### src/rtl/tdt_pkg.sv
// ----------------------------------------------------------------------------
// tdt_pkg: shared types and constants of the timer deadline table
// mode, status and controller state codes, command and status structs
// ----------------------------------------------------------------------------
package tdt_pkg;

    localparam int unsigned TIME_W     = 48;
    localparam int unsigned PERIOD_W   = 32;
    localparam int unsigned THRESH_W   = 32;
    localparam int unsigned MODE_W     = 3;
    localparam int unsigned STATUS_W   = 2;
    localparam int unsigned ID_W       = 4;
    localparam logic [THRESH_W-1:0] THRESH_RESET = 32'd3600000;
    localparam logic [TIME_W-1:0]   TIME_ALL_ONES = {TIME_W{1'b1}};

    typedef enum logic [MODE_W-1:0] {
        MODE_ADD     = 3'd0,
        MODE_CANCEL  = 3'd1,
        MODE_REFRESH = 3'd2,
        MODE_RESET   = 3'd3,
        MODE_POLL    = 3'd4,
        MODE_QUERY   = 3'd5,
        MODE_NOP6    = 3'd6,
        MODE_NOP7    = 3'd7
    } mode_t;

    typedef enum logic [STATUS_W-1:0] {
        ST_DONE       = 2'd0,
        ST_NOT_ACTIVE = 2'd1,
        ST_FULL       = 2'd2,
        ST_SPARE      = 2'd3
    } status_t;

    typedef enum logic [3:0] {
        S_IDLE,
        S_FIND,      // scan for earliest (and free slot on add)
        S_APPLY,     // update one slot
        S_FRONT,     // rescan after update for the front test
        S_MARK,      // poll: build expiry mask
        S_PICK,      // poll: scan earliest marked slot
        S_EMIT,      // poll: hold one expired result
        S_REARM,     // poll: re-arm or free handed-back slots
        S_RESULT     // hold single result
    } state_t;

    // controller to datapath
    typedef struct packed {
        logic latch_in;     // capture request fields
        logic scan_start;   // clear scan registers, index to zero
        logic scan_step;    // visit one slot
        logic scan_marked;  // scan over marked slots only
        logic do_add;
        logic do_cancel;
        logic do_refresh;
        logic do_reset;
        logic mark_start;
        logic mark_step;
        logic pick_take;    // remove best from mask, count it
        logic rearm_step;
        logic set_lpt;
        logic front_eval;   // evaluate front notice after rescan
        logic clr_front;
    } tdt_cmd_t;

    // datapath to controller
    typedef struct packed {
        logic scan_done;
        logic found;        // scan saw at least one candidate
        logic any_free;
        logic upd_ok;       // target slot active and update needed
        logic mask_empty;
        logic out_full;     // fifteen results handed back, this one is the sixteenth
        logic rearm_done;
    } tdt_stat_t;

endpackage

### src/rtl/tdt_ctrl.sv
// ----------------------------------------------------------------------------
// tdt_ctrl: sequencer of the timer deadline table
// steps the datapath through scans and updates, drives the handshakes
// ----------------------------------------------------------------------------
module tdt_ctrl
(
    input  logic              clk,
    input  logic              rst_n,
    input  logic              in_valid,
    input  tdt_pkg::mode_t    in_mode,
    output logic              in_stall,
    output logic              out_valid,
    input  logic              out_stall,
    output logic              emit_poll,   // output shows a poll entry
    output logic              emit_last,
    output tdt_pkg::tdt_cmd_t cmd,
    input  tdt_pkg::tdt_stat_t stat
);

    tdt_pkg::state_t state_reg, state_next;
    tdt_pkg::mode_t  mode_reg, mode_next;

    always_ff @(posedge clk or negedge rst_n)
    begin
        if (!rst_n)
        begin
            state_reg <= tdt_pkg::S_IDLE;
            mode_reg  <= tdt_pkg::MODE_NOP6;
        end
        else
        begin
            state_reg <= state_next;
            mode_reg  <= mode_next;
        end
    end

    always_comb
    begin
        state_next = state_reg;
        mode_next  = mode_reg;
        cmd        = '0;
        in_stall   = 1'b1;
        out_valid  = 1'b0;
        emit_poll  = 1'b0;
        emit_last  = 1'b1;
        case (state_reg)
            tdt_pkg::S_IDLE:
            begin
                in_stall = 1'b0;
                if (in_valid)
                begin
                    cmd.latch_in   = 1'b1;
                    cmd.scan_start = 1'b1;
                    mode_next      = in_mode;
                    state_next     = tdt_pkg::S_FIND;
                end
            end
            tdt_pkg::S_FIND:
            begin
                cmd.scan_step = 1'b1;
                if (stat.scan_done)
                begin
                    case (mode_reg)
                        tdt_pkg::MODE_POLL:
                        begin
                            if (stat.found)
                            begin
                                cmd.mark_start = 1'b1;
                                state_next     = tdt_pkg::S_MARK;
                            end
                            else
                            begin
                                state_next = tdt_pkg::S_RESULT;
                            end
                        end
                        tdt_pkg::MODE_QUERY:
                        begin
                            cmd.clr_front = 1'b1;
                            state_next    = tdt_pkg::S_RESULT;
                        end
                        tdt_pkg::MODE_ADD, tdt_pkg::MODE_CANCEL,
                        tdt_pkg::MODE_REFRESH, tdt_pkg::MODE_RESET:
                            state_next = tdt_pkg::S_APPLY;
                        default:
                            state_next = tdt_pkg::S_RESULT;
                    endcase
                end
            end
            tdt_pkg::S_APPLY:
            begin
                state_next = tdt_pkg::S_RESULT;
                case (mode_reg)
                    tdt_pkg::MODE_ADD:
                    begin
                        if (stat.any_free)
                        begin
                            cmd.do_add     = 1'b1;
                            cmd.scan_start = 1'b1;
                            state_next     = tdt_pkg::S_FRONT;
                        end
                    end
                    tdt_pkg::MODE_CANCEL:  cmd.do_cancel  = 1'b1;
                    tdt_pkg::MODE_REFRESH: cmd.do_refresh = 1'b1;
                    tdt_pkg::MODE_RESET:
                    begin
                        if (stat.upd_ok)
                        begin
                            cmd.do_reset   = 1'b1;
                            cmd.scan_start = 1'b1;
                            state_next     = tdt_pkg::S_FRONT;
                        end
                    end
                    default: ;
                endcase
            end
            tdt_pkg::S_FRONT:
            begin
                cmd.scan_step = 1'b1;
                if (stat.scan_done)
                begin
                    cmd.front_eval = 1'b1;
                    state_next     = tdt_pkg::S_RESULT;
                end
            end
            tdt_pkg::S_MARK:
            begin
                cmd.mark_step = 1'b1;
                cmd.set_lpt   = 1'b1;
                cmd.scan_start = 1'b1;
                state_next    = tdt_pkg::S_PICK;
            end
            tdt_pkg::S_PICK:
            begin
                cmd.scan_step   = 1'b1;
                cmd.scan_marked = 1'b1;
                if (stat.scan_done)
                begin
                    if (stat.found)
                    begin
                        state_next = tdt_pkg::S_EMIT;
                    end
                    else
                    begin
                        // nothing due: one empty poll result
                        state_next = tdt_pkg::S_RESULT;
                    end
                end
            end
            tdt_pkg::S_EMIT:
            begin
                out_valid = 1'b1;
                emit_poll = 1'b1;
                emit_last = stat.mask_empty || stat.out_full;
                if (!out_stall)
                begin
                    cmd.pick_take  = 1'b1;
                    cmd.scan_start = 1'b1;
                    if (emit_last)
                        state_next = tdt_pkg::S_REARM;
                    else
                        state_next = tdt_pkg::S_PICK;
                end
            end
            tdt_pkg::S_REARM:
            begin
                cmd.rearm_step = 1'b1;
                if (stat.rearm_done)
                begin
                    state_next = tdt_pkg::S_IDLE;
                end
            end
            tdt_pkg::S_RESULT:
            begin
                out_valid = 1'b1;
                if (!out_stall)
                begin
                    state_next = tdt_pkg::S_IDLE;
                end
            end
            default:
                state_next = tdt_pkg::S_IDLE;
        endcase
    end

`ifndef SYNTHESIS
    a_res_only_in_out: assert property (@(posedge clk) disable iff (!rst_n)
        out_valid |-> (state_reg == tdt_pkg::S_EMIT || state_reg == tdt_pkg::S_RESULT))
        else $error("result shown outside a result state");
    a_no_accept_busy: assert property (@(posedge clk) disable iff (!rst_n)
        !in_stall |-> !out_valid)
        else $error("request taken while a result is pending");
    a_emit_holds: assert property (@(posedge clk) disable iff (!rst_n)
        (out_valid && out_stall) |=> out_valid)
        else $error("stalled result dropped");
`endif

endmodule

### config.mk
export PLATFORM = sky130hd
export DESIGN_NAME = tdt_ctrl
export DESIGN_NICKNAME = d
export VERILOG_FILES = /design/src/rtl/tdt_pkg.sv /design/src/rtl/tdt_ctrl.sv
export SDC_FILE = /design/constraint.sdc
export NUM_CORES = 1
export LEC_CHECK = 0
export BUFFER_PORTS_ARGS = -buffer_cell sky130_fd_sc_hd__buf_2
export CAP_MARGIN = 0
export CORE_MARGIN = 2
export CORE_UTILIZATION = 48
export CTS_BUF_LIST = sky130_fd_sc_hd__clkbuf_8
export CTS_CLUSTER_DIAMETER = 120
export DETAILED_ROUTE_END_ITERATION = 16
export PLACE_DENSITY_LB_ADDON = 0.25
export REMOVE_ABC_BUFFERS = 1
export SLEW_MARGIN = 20
export SYNTH_ARGS = -nofsm -noshare
export SYNTH_HDL_FRONTEND = slang
export SYNTH_SLANG_ARGS = --single-unit
### constraint.sdc
create_clock -name clk -period 2.08 [get_ports clk]
set_clock_uncertainty 0.2 [all_clocks]
set_input_delay 0.208 -clock clk [delete_from_list [all_inputs] [get_ports clk]]
set_output_delay 0.208 -clock clk [all_outputs]
set_load 0.05 [all_outputs]
==> results of run 1 <==
-- timing repair --
item	4_1_cts	5_1_grt
endpoints found under the hold margin	7	0
pin swaps	4	5
setup buffers	0	1
gates cloned	0	0
hold buffers	1	0
endpoints found under the setup margin	5	8
resized for setup	14	6
-- critical path, cell delays in order, from the launching register on --
cell and delay, ns:
dfrtp_1 0.37, or4b_4 0.54, or2_4 0.27, nor4b_4 0.22, buf_6 0.19
-- power by group through the flow --
stage	Clock (W)	Combinational [W]	Sequential (W)
floorplan	0	0.000668	0.000340
global placement	0	0.00101	0.000249
detailed placement	0	0.00102	0.000255
CTS	0.000188	0.00106	0.000254
global route	0.000196	0.00119	0.000272
finish	0.000181	0.00110	0.000259
-- cells by family after synthesis --
kind of cell,count (synthesis)
muxes,3
DFF,7
and+or+nand+nor,52
buffers and inverters,12
AOI/OAI and AO/OA,20
-- area by class of cell --
type                            instances  area, um2  area share (%)
Tap cell                               16      20.02           1.880
Clock buffer                            3      41.29           3.878
Sequential cell                         7      177.7           16.69
Clock inverter                          1      3.754          0.3525
Inverter                                4      15.01           1.410
Multi-Input combinational cell         75      530.5           49.82
Timing Repair Buffer                   42      276.5           25.97
-- layout by cell type (no fill, tap or decap), types with 2 or more instances in the layout --
cell type / n
buf_2: 27
nor2_1: 11
buf_4: 8
nand2_1: 7
inv_1: 5
nor3_1: 5
dfrtp_1: 5
buf_6: 5
o21ai_0: 4
nand2b_1: 3
nand3_1: 3
or3b_2: 3
a21oi_1: 3
mux2_2: 3
clkbuf_8: 3
nor2_4: 2
nor2b_1: 2
a21boi_0: 2
o2bb2ai_1: 2
dfstp_2: 2
-- stage by stage --
stage               total power (W)  hold WS [ns]  utilization, %  cells  worst slack, ns
finish                     0.001544       0.01487           72.36    148          -0.1517
global route               0.001657       0.01842           72.36    148          -0.2099
global placement           0.001262       -0.1608           63.27    142         -0.01193
CTS                        0.001501      0.009870           70.24    147          -0.1883
floorplan                  0.001009       -0.2876               -     86           -1.079
detailed placement         0.001278       -0.1591           63.27    142         -0.03824
-- metal layers --
metal	vias to the layer above	share of wire (%)
met4	0	3.5
met2	41	50
met5	-	0
li1	420	-
met3	8	6.0
met1	369	40
-- path summary, 6_finish.rpt --
kind                                                from                       end  depth (start not counted)  slack [ns]
worst max register to register  state_reg[0]$_DFFE_PN0P_  state_reg[1]$_DFFE_PN0P_                          6        0.19
max in group asynchronous                          rst_n   mode_reg[2]$_DFFE_PN1P_                          2        1.32
worst min-delay path                          in_mode[0]   mode_reg[0]$_DFFE_PN0P_                          2        0.01
min in group asynchronous                          rst_n   mode_reg[0]$_DFFE_PN0P_                          2        0.13
worst max-delay path            state_reg[0]$_DFFE_PN0P_                   cmd[10]                          4       -0.15
worst min register to register   mode_reg[0]$_DFFE_PN0P_   mode_reg[0]$_DFFE_PN0P_                          2        0.46
==> flow_metrics.env, run 1 <==
export IMPL_status="finished, violations left"
export IMPL_violations="setup timing"
export IMPL_power_leakage_nw=0.5121
export IMPL_synth_edff_count=0
export IMPL_ys_ff_latch=7
export IMPL_grt_pass1_wl_um=3070
export IMPL_finalInstanceArea_um2=1065
export IMPL_avgSynthCellArea_um2=7.813
export IMPL_p_seq_share_pct=16.8
export IMPL_synth_top_family_by_area="simple AND/OR/NAND/NOR gates"
export IMPL_grt_setup_unrepaired="true"
export IMPL_die_y_um=43.12
export IMPL_synth_common_cells="nor2_1, nand2_1, dfrtp_1, nor3_1"
export IMPL_portBuffers=32
export IMPL_p_int_w=0.0007386
export IMPL_fp_coreArea_um2=1471
export IMPL_combPwrFrac_pct=71.5
export IMPL_maxCapViolations=0
export IMPL_setup_tns_ns=-0.5872
export IMPL_yosysMostFrequentCell="nor2_1"
export IMPL_cts_htree_levels=1
export IMPL_dpl_cell_area_um2=930.9
export IMPL_grt_total_usage_pct=22.16
export IMPL_die_area_um2=1859
export IMPL_die_x_um=43.12
export IMPL_drc=0
export IMPL_routabilityCongestion=0.8165
export IMPL_drt_wirelength_per_cell_um=14.12
export IMPL_use_met1_pct=28.35
export IMPL_slew_viol_final=0
export IMPL_drive_gt1_share_pct=47.73
export IMPL_ys_flop_type="dfrtp_1"
export IMPL_grt_pass1_vias=710
export IMPL_insertion_delay_ns=0.22
export IMPL_synthXorXnorAreaFrac_pct=0
export IMPL_grt_ovfl_total=0
export IMPL_grt_util_met3_pct=3.830
export IMPL_worst_setup_path_end_kind="output pin"
export IMPL_worstPathRequired_ns=1.67
export IMPL_synth_top_area_share_pct=17.04
export IMPL_clock_path_buffers=2
export IMPL_hold_viol=0
export IMPL_synth_mux_area_share_pct=4.600
export IMPL_max_vdd_ir_drop_v=0.001143
export IMPL_viasPerCell=5.662
export IMPL_ys_types=41
export IMPL_tritoncts="done"
export IMPL_hold_path_class="in -> reg"
export IMPL_ant_nets=0
export IMPL_nets=147
export IMPL_slew_headroom_pct=78.33
export IMPL_min_period_ns=2.232
export IMPL_yosys_area_share_adder_pct=0
export IMPL_clock_sinks=7
export IMPL_first_pass_iters=5
export IMPL_synth_seq_area_share_pct=24.19
export IMPL_antenna_found_initial=0
export IMPL_initial_core_util_pct=49.91
export IMPL_largest_register_ffs=4
export IMPL_syn2layout_area_growth_pct=44.97
export IMPL_cts_made_buffers=3
export IMPL_synth_compound_area_share_pct=19.76
export IMPL_num_fill_cells=123
export IMPL_p_clk_share_pct=11.7
export IMPL_setup_viol=5
export IMPL_drt_wl_total_um=2090
export IMPL_drt_initial_drc_count=20
export IMPL_synthCells=94
export IMPL_fmax_mhz=448.1
export IMPL_path_clk_slew_ns=0.04
export IMPL_critPathKind="reg -> out"
export IMPL_tightest_slew_ns=0.3220
export IMPL_startpoint_type="flip-flop"
export IMPL_num_rows=14
export IMPL_root_buffer="clkbuf_8"
export IMPL_pin_count=33
export IMPL_top_usage_layer="met2"
export IMPL_fin_ws_ns=-0.1517
export IMPL_met2_usage_pct=34.03
export IMPL_cp_arrival_ns=1.82
export IMPL_place_hpwl_um=1369
export IMPL_critPathMaxFanout=3
export IMPL_period_share_pct=107.3
export IMPL_yosys_area_share_simple_pct=43.44
export IMPL_num_antenna_cells=0
export IMPL_power_density_nw_per_um2=1450
export IMPL_grt_max_degree=20
export IMPL_synthesis_area_um2=734.5
export IMPL_p_sw_share_pct=52.17
export IMPL_vias=838
export IMPL_yosys_top_cells_area="dfrtp_1, dfstp_2, nor2_1, mux2_2, nand2_1"
export IMPL_yosysWarningCount=0
export IMPL_yosys_area_top_type="dfrtp_1"
export IMPL_power_switching_w=0.0008057
export IMPL_async_flop_share_pct=100.0
Power figures use the tool's default switching activity.
==> inputs of run 2 (changes only) <==
--- a/config.mk
+++ b/config.mk
@@ -5,10 +5,11 @@
 export SDC_FILE = /design/constraint.sdc
 export NUM_CORES = 1
 export LEC_CHECK = 0
+export ABC_AREA = 1
 export BUFFER_PORTS_ARGS = -buffer_cell sky130_fd_sc_hd__buf_2
-export CAP_MARGIN = 0
+export CAP_MARGIN = 10
 export CORE_MARGIN = 2
-export CORE_UTILIZATION = 48
+export CORE_UTILIZATION = 46
 export CTS_BUF_LIST = sky130_fd_sc_hd__clkbuf_8
 export CTS_CLUSTER_DIAMETER = 120
 export DETAILED_ROUTE_END_ITERATION = 16
==> run 2 against run 1 <==
Against the previous run: the run now ends clean; critical path depth is 2 higher; core utilization is 2.4 points lower; synthesized cell count is 19% higher; maximum frequency is 10% higher; sequential power is 8.1% higher; worst hold slack worse by 0.0028 ns; clock power hardly changed; critical path type unchanged; largest power group unchanged; highest routed layer unchanged.
==> flow_metrics.env, run 2 <==
export IMPL_initial_core_util_pct=50.43
export IMPL_yosysMostFrequentCell="nand2_1"
export IMPL_layout_commonest_cell="nand2_1"
export IMPL_syn2layout_area_growth_pct=38.79
export IMPL_whs_ns=0.01208
export IMPL_drive_gt1_share_pct=37.33
export IMPL_synth_common_cells="nand2_1, inv_1, nand3_1, nor2_1, inv_2"
export IMPL_die_x_um=42.01
export IMPL_portBuffers=32
export IMPL_largest_register_ffs=4
export IMPL_drc=0
export IMPL_slew_headroom_pct=79.37
export IMPL_viasPerCell=5.091
export IMPL_route_met2_wl_um=899
export IMPL_drt_wl_total_um=1784
export IMPL_synth_seq_area_share_pct=26.74
export IMPL_first_pass_iters=4
export IMPL_power_leakage_nw=0.5715
export IMPL_hold_viol=0
export IMPL_grt_ovfl_total=0
export IMPL_yosys_top_cells_area="dfrtp_1, nand2_1, nand3_1, inv_1, dfstp_2"
export IMPL_die_area_um2=1764
export IMPL_totalPowerFinal_w=0.001330
export IMPL_ys_flop_type="dfrtp_1"
export IMPL_cp_slowest_stage_delay_ns=0.42
export IMPL_grt_pass1_wl_um=2829
export IMPL_synth_edff_count=0
export IMPL_die_y_um=42.01
export IMPL_final_cell_mix="nand2_1, buf_2, inv_1, nand3_1, nor2_1"
export IMPL_insertion_delay_ns=0.23
export IMPL_hold_path_class="in -> reg"
export IMPL_crit_path_top_delay_cell="dfrtp_1"
export IMPL_max_vdd_ir_drop_v=0.0008328
export IMPL_yosys_area_top_type="dfrtp_1"
export IMPL_synthCells=112
export IMPL_grt_pass1_vias=726
export IMPL_p_clk_share_pct=13.8
export IMPL_cp_buffers_inverters=1
export IMPL_yosysWarningCount=0
export IMPL_slew_viol_final=0
export IMPL_startpoint_type="flip-flop"
export IMPL_num_antenna_cells=0
export IMPL_r2r_worst_path_cells=4
export IMPL_grt_max_degree=8
export IMPL_clock_sinks=7
export IMPL_cts_made_buffers=3
export IMPL_ys_types=19
export IMPL_power_density_nw_per_um2=1442
export IMPL_root_buffer="clkbuf_8"
export IMPL_status="finished, final reports clean"
export IMPL_fmax_mhz=492.9
export IMPL_nets=165
export IMPL_combPwrFrac_pct=65.1
export IMPL_crit_family="simple AND/OR/NAND/NOR gates"
export IMPL_min_period_ns=2.029
export IMPL_p_int_w=0.0005663
export IMPL_cp_num_cells=6
export IMPL_cts_htree_levels=1
export IMPL_avgSynthCellArea_um2=5.932
export IMPL_critPathKind="reg -> out"
export IMPL_p_seq_share_pct=21.1
export IMPL_dr_wl_met3_um=62
export IMPL_worstHoldPathCells=3
export IMPL_ant_nets=0
export IMPL_clock_path_buffers=2
export IMPL_crit_chain="nor2_2 -> nand2_1 -> nor2_1 -> nand2_1 -> nor2_1 -> buf_2"
export IMPL_tightest_slew_ns=0.3067
export IMPL_cp_arrival_ns=1.62
export IMPL_crit_start="state_reg[2]$_DFFE_PN0P_"
export IMPL_maxCapViolations=0
export IMPL_p_sw_share_pct=57.42
export IMPL_drt_met1_wl_um=781
export IMPL_pin_count=33
export IMPL_worst_setup_path_end_kind="output pin"
export IMPL_num_rows=13
export IMPL_grt_setup_unrepaired="true"
export IMPL_async_flop_share_pct=100.0
export IMPL_fp_coreArea_um2=1318
export IMPL_tritoncts="done"
export IMPL_worstPathRequired_ns=1.67
export IMPL_ys_ff_latch=7
export IMPL_path_clk_slew_ns=0.04
export IMPL_cts_setup_buffers=0
export IMPL_synth_top_area_share_pct=18.83
export IMPL_grt_total_usage_pct=21.01
export IMPL_vias=840
export IMPL_period_share_pct=97.54
export IMPL_antenna_found_initial=0
export IMPL_rr_startpoint="state_reg[2]$_DFFE_PN0P_"
export IMPL_power_switching_w=0.0007638
export IMPL_critPathMaxFanout=6
export IMPL_place_hpwl_um=1461
export IMPL_postLayoutCoreUtil_pct=69.99
export IMPL_hp_start="in_mode[1]"
export IMPL_drt_wirelength_per_cell_um=10.81
export IMPL_topRoutingLayerUsed="met4"
export IMPL_routabilityCongestion=0.8984
export IMPL_drt_initial_drc_count=23
export IMPL_setup_viol=0
export IMPL_synthesis_area_um2=664.4
-- run 2: changes by cell type in the layout (fill, tap and decap cells not counted), moves of 4 or more --
cell and delta:
inv_2 +6, buf_6 -5, nand2_1 +25, inv_1 +13
nand3_1 +10, nor3_1 -4, buf_4 -6, nand2_2 +5
-- run 2: what timing repair did --
action	4_1_cts	5_1_grt
setup endpoints to repair	0	5
hold endpoints to repair	9	0
resized for setup	0	7
hold buffers	3	0
-- run 2: worst min-delay path, stage by stage --
cell	delay (ns)
buf_2	0.08
nand2_1	0.04
o21ai_0	0.07
-- run 2: logic make-up (layout without fill, tap and decap cells) --
family	after synthesis	in the layout	synth area share [%]
buffers and inverters	24	62	14.12
AND/OR/NAND/NOR	76	76	54.43
flip-flops	7	7	26.74
AO/OA/AOI/OAI	4	4	3.012
multiplexers	1	1	1.695
-- run 2: per-layer routing --
layer  GRT usage, %  vias up
li1               -      422
met4          14.19        0
met2          34.69       27
met3          3.879        5
met5              0        -
met1          24.46      386
-- run 2: stage by stage --
step | instance area (um2) | instances | setup WS, ns | TNS (ns)
2_1_floorplan | 656.9 | 111 | -0.9394 | -3.330
3_3_place_gp | 835.8 | 158 | 0.2952 | 0
3_5_place_dp | 835.8 | 158 | 0.2740 | 0
4_1_cts | 910.9 | 165 | 0.02742 | 0
5_1_grt | 922.1 | 165 | -0.02852 | -0.02852
6_report | 922.1 | 165 | 0.05119 | 0
-- run 2: layout make-up --
class / count / area, um2
Fill cell: 123 / 395.4
Timing Repair Buffer: 35 / 197.7
Clock buffer: 3 / 41.29
Sequential cell: 7 / 178.9
Tap cell: 15 / 18.77
Clock inverter: 1 / 3.754
Inverter: 23 / 86.33
Multi-Input combinational cell: 81 / 395.4
-- run 2: power groups by stage --
stage	Sequential, W	Clock (W)	Combinational (W)
floorplan	0.000266	0	0.000673
CTS	0.000277	0.000190	0.000852
global route	0.000290	0.000196	0.000935
finish	0.000280	0.000184	0.000866
detailed placement	0.000278	0	0.000845
global placement	0.000278	0	0.000835
-- run 2: worst paths after layout --
kind	to	slack, ns
worst max-delay path	cmd[6]	0.05
max in group asynchronous	mode_reg[1]$_DFFE_PN1P_	1.32
worst min register to register	mode_reg[1]$_DFFE_PN1P_	0.35
worst min-delay path	mode_reg[1]$_DFFE_PN1P_	0.01
min in group asynchronous	mode_reg[0]$_DFFE_PN0P_	0.14
worst max register to register	mode_reg[0]$_DFFE_PN0P_	0.48
==> inputs of run 3 (changes only) <==
--- a/config.mk
+++ b/config.mk
@@ -8,8 +8,10 @@
 export ABC_AREA = 1
 export BUFFER_PORTS_ARGS = -buffer_cell sky130_fd_sc_hd__buf_2
 export CAP_MARGIN = 10
+export CELL_PAD_IN_SITES_DETAIL_PLACEMENT = 2
+export CELL_PAD_IN_SITES_GLOBAL_PLACEMENT = 2
 export CORE_MARGIN = 2
-export CORE_UTILIZATION = 46
+export CORE_UTILIZATION = 22
 export CTS_BUF_LIST = sky130_fd_sc_hd__clkbuf_8
 export CTS_CLUSTER_DIAMETER = 120
 export DETAILED_ROUTE_END_ITERATION = 16
==> run 3 against run 2 <==
Against the previous run: the flow now finishes with violations (DRC); sequential cell count did not move; core utilization fell by 36 points; first-iteration DRC count fell by 13%; maximum frequency rose by 2.5%; highest routed layer unchanged; worst hold slack got worse by 0.0058 ns; final area rose by 2.7%; wire length rose by 47%.
==> flow_metrics.env, run 3 (synthesis gave the netlist of run 2 again) <==
export IMPL_violations="DRC"
export IMPL_crit_path_top_delay_cell="dfrtp_1"
export IMPL_grt_total_usage_pct=16.88
export IMPL_num_rows=19
export IMPL_nets=164
export IMPL_die_x_um=58.96
export IMPL_slew_headroom_pct=76.93
export IMPL_startpoint_type="flip-flop"
export IMPL_drt_wirelength_per_cell_um=14.57
export IMPL_drive_gt1_share_pct=39.60
export IMPL_hold_path_class="in -> reg"
export IMPL_drt_initial_drc_count=20
export IMPL_power_leakage_nw=0.5679
export IMPL_regArea_um2=181.4
export IMPL_tightest_slew_ns=0.3429
export IMPL_crit_chain="nor2_4 -> nand2_1 -> or2_1 -> nand3_1 -> clkbuf_4"
export IMPL_ant_nets=0
export IMPL_vias=842
export IMPL_drt_wl_total_um=2623
export IMPL_maxCapViolations=0
export IMPL_critPathKind="reg -> out"
export IMPL_dp_slack_ns=0.2585
export IMPL_viasPerCell=4.678
export IMPL_drc=2
export IMPL_tritoncts="done"
export IMPL_rr_endpoint="state_reg[1]$_DFFE_PN0P_"
export IMPL_fmax_mhz=505.4
export IMPL_grt_pass1_vias=944
export IMPL_rr_startpoint="state_reg[2]$_DFFE_PN0P_"
export IMPL_cts_made_buffers=3
export IMPL_cts_setup_buffers=0
export IMPL_pin_count=33
export IMPL_first_pass_iters=10
export IMPL_worst_setup_path_end_kind="output pin"
export IMPL_period_share_pct=95.13
export IMPL_portBuffers=32
export IMPL_cp_slowest_stage_delay_ns=0.45
export IMPL_clock_path_buffers=2
export IMPL_status="finished, violations left"
export IMPL_grt_ovfl_total=0
export IMPL_max_vdd_ir_drop_v=0.0004066
export IMPL_fin_ws_ns=0.1013
export IMPL_clock_sinks=7
export IMPL_die_y_um=58.96
export IMPL_min_period_ns=1.979
export IMPL_cp_arrival_ns=1.57
export IMPL_initial_core_util_pct=23.68
export IMPL_layout_commonest_cell="nand2_1"
export IMPL_grt_pass1_wl_um=4305
export IMPL_hp_start="in_mode[0]"
export IMPL_place_hpwl_um=2196
export IMPL_min_to="mode_reg[0]$_DFFE_PN0P_"
export IMPL_num_antenna_cells=0
export IMPL_multi_input_area_um2=405.4
export IMPL_reg2reg_slack_ns=0.48
export IMPL_hold_viol=0
export IMPL_crit_family="simple AND/OR/NAND/NOR gates"
export IMPL_final_cell_mix="nand2_1, buf_2, inv_1, nand3_1, nor2_1"
export IMPL_path_clk_slew_ns=0.04
export IMPL_fp_coreArea_um2=2805
export IMPL_largest_register_ffs=4
export IMPL_setup_viol=0
export IMPL_grt_max_degree=8
export IMPL_insertion_delay_ns=0.23
export IMPL_power_density_nw_per_um2=1482
export IMPL_routabilityCongestion=0.7984
export IMPL_worstHoldPathCells=2
export IMPL_cts_htree_levels=1
export IMPL_syn2layout_area_growth_pct=42.56
export IMPL_slew_viol_final=0
export IMPL_cp_buffers_inverters=1
export IMPL_num_fill_cells=370
export IMPL_critPathMaxFanout=5
export IMPL_postLayoutCoreUtil_pct=33.76
export IMPL_setup_tns_ns=0
export IMPL_antenna_found_initial=0
export IMPL_worstPathRequired_ns=1.67
export IMPL_root_buffer="clkbuf_8"
export IMPL_die_area_um2=3476
export IMPL_r2r_worst_path_cells=10
## run 3: cell types whose count changed in the layout (fill, tap and decap cells not counted)
cell / before / now
buf_4: 2 / 3
dlygate4sd3_1: 3 / 1
dfrtp_2: 1 / 3
nor2_4: 3 / 5
dfrtp_1: 4 / 2
nor2_2: 4 / 2
buf_2: 29 / 27
clkbuf_4: 1 / 3
## run 3: where the power goes
part	internal, W	switching, W
logic	0.000242	0.000670
registers	0.000213	0.0000910
clock network	0.000128	0.0000608
total	0.000582	0.000822
## run 3: how the worst max path moves through the flow
stage	startpoint	to	slack, ns	cells after the start
final	state_reg[3]$_DFFE_PN0P_	cmd[13]	0.10	5
after global routing	state_reg[1]$_DFFE_PN0P_	cmd[13]	-0.0004	6
after CTS	state_reg[2]$_DFFE_PN0P_	cmd[6]	0.01	6
after detailed placement	state_reg[1]$_DFFE_PN0P_	cmd[13]	0.26	6
after global placement	state_reg[1]$_DFFE_PN0P_	cmd[13]	0.29	6
after floorplan	state_reg[1]$_DFFE_PN0P_	cmd[13]	-0.94	5
## run 3: metrics by stage
step | hold slack [ns] | instance area, um2 | total power, W | instances
after floorplan | -0.2876 | 656.9 | 0.0009384 | 111
after global placement | -0.1536 | 863.3 | 0.001159 | 175
after detailed placement | -0.1471 | 863.3 | 0.001190 | 175
after CTS | 0.005604 | 920.9 | 0.001389 | 180
after global routing | 0.02230 | 947.2 | 0.001528 | 180
final | 0.006290 | 947.2 | 0.001404 | 180
## run 3: final cells by class
| type | count | share of cell area (%) |
|---|---|---|
| clock buffers | 3 | 4.359 |
| well taps | 31 | 4.095 |
| repair buffers | 34 | 20.08 |
| multi-input cells | 81 | 42.80 |
| flip-flops and latches | 7 | 19.15 |
| clock inverters | 1 | 0.3963 |
| inverters | 23 | 9.115 |
## run 3: timing repair
item                       CTS  global route
hold endpoints to repair     7             0
hold buffers                 1             0
setup endpoints to repair    1             7
gates resized for setup      1            11
## run 3: per-layer routing
metal | track usage, % | wire length (um)
met1 | 20.08 | 1114
met2 | 30.32 | 1393
met3 | 2.857 | 80
met4 | 5.844 | 36
met5 | 0 | 0
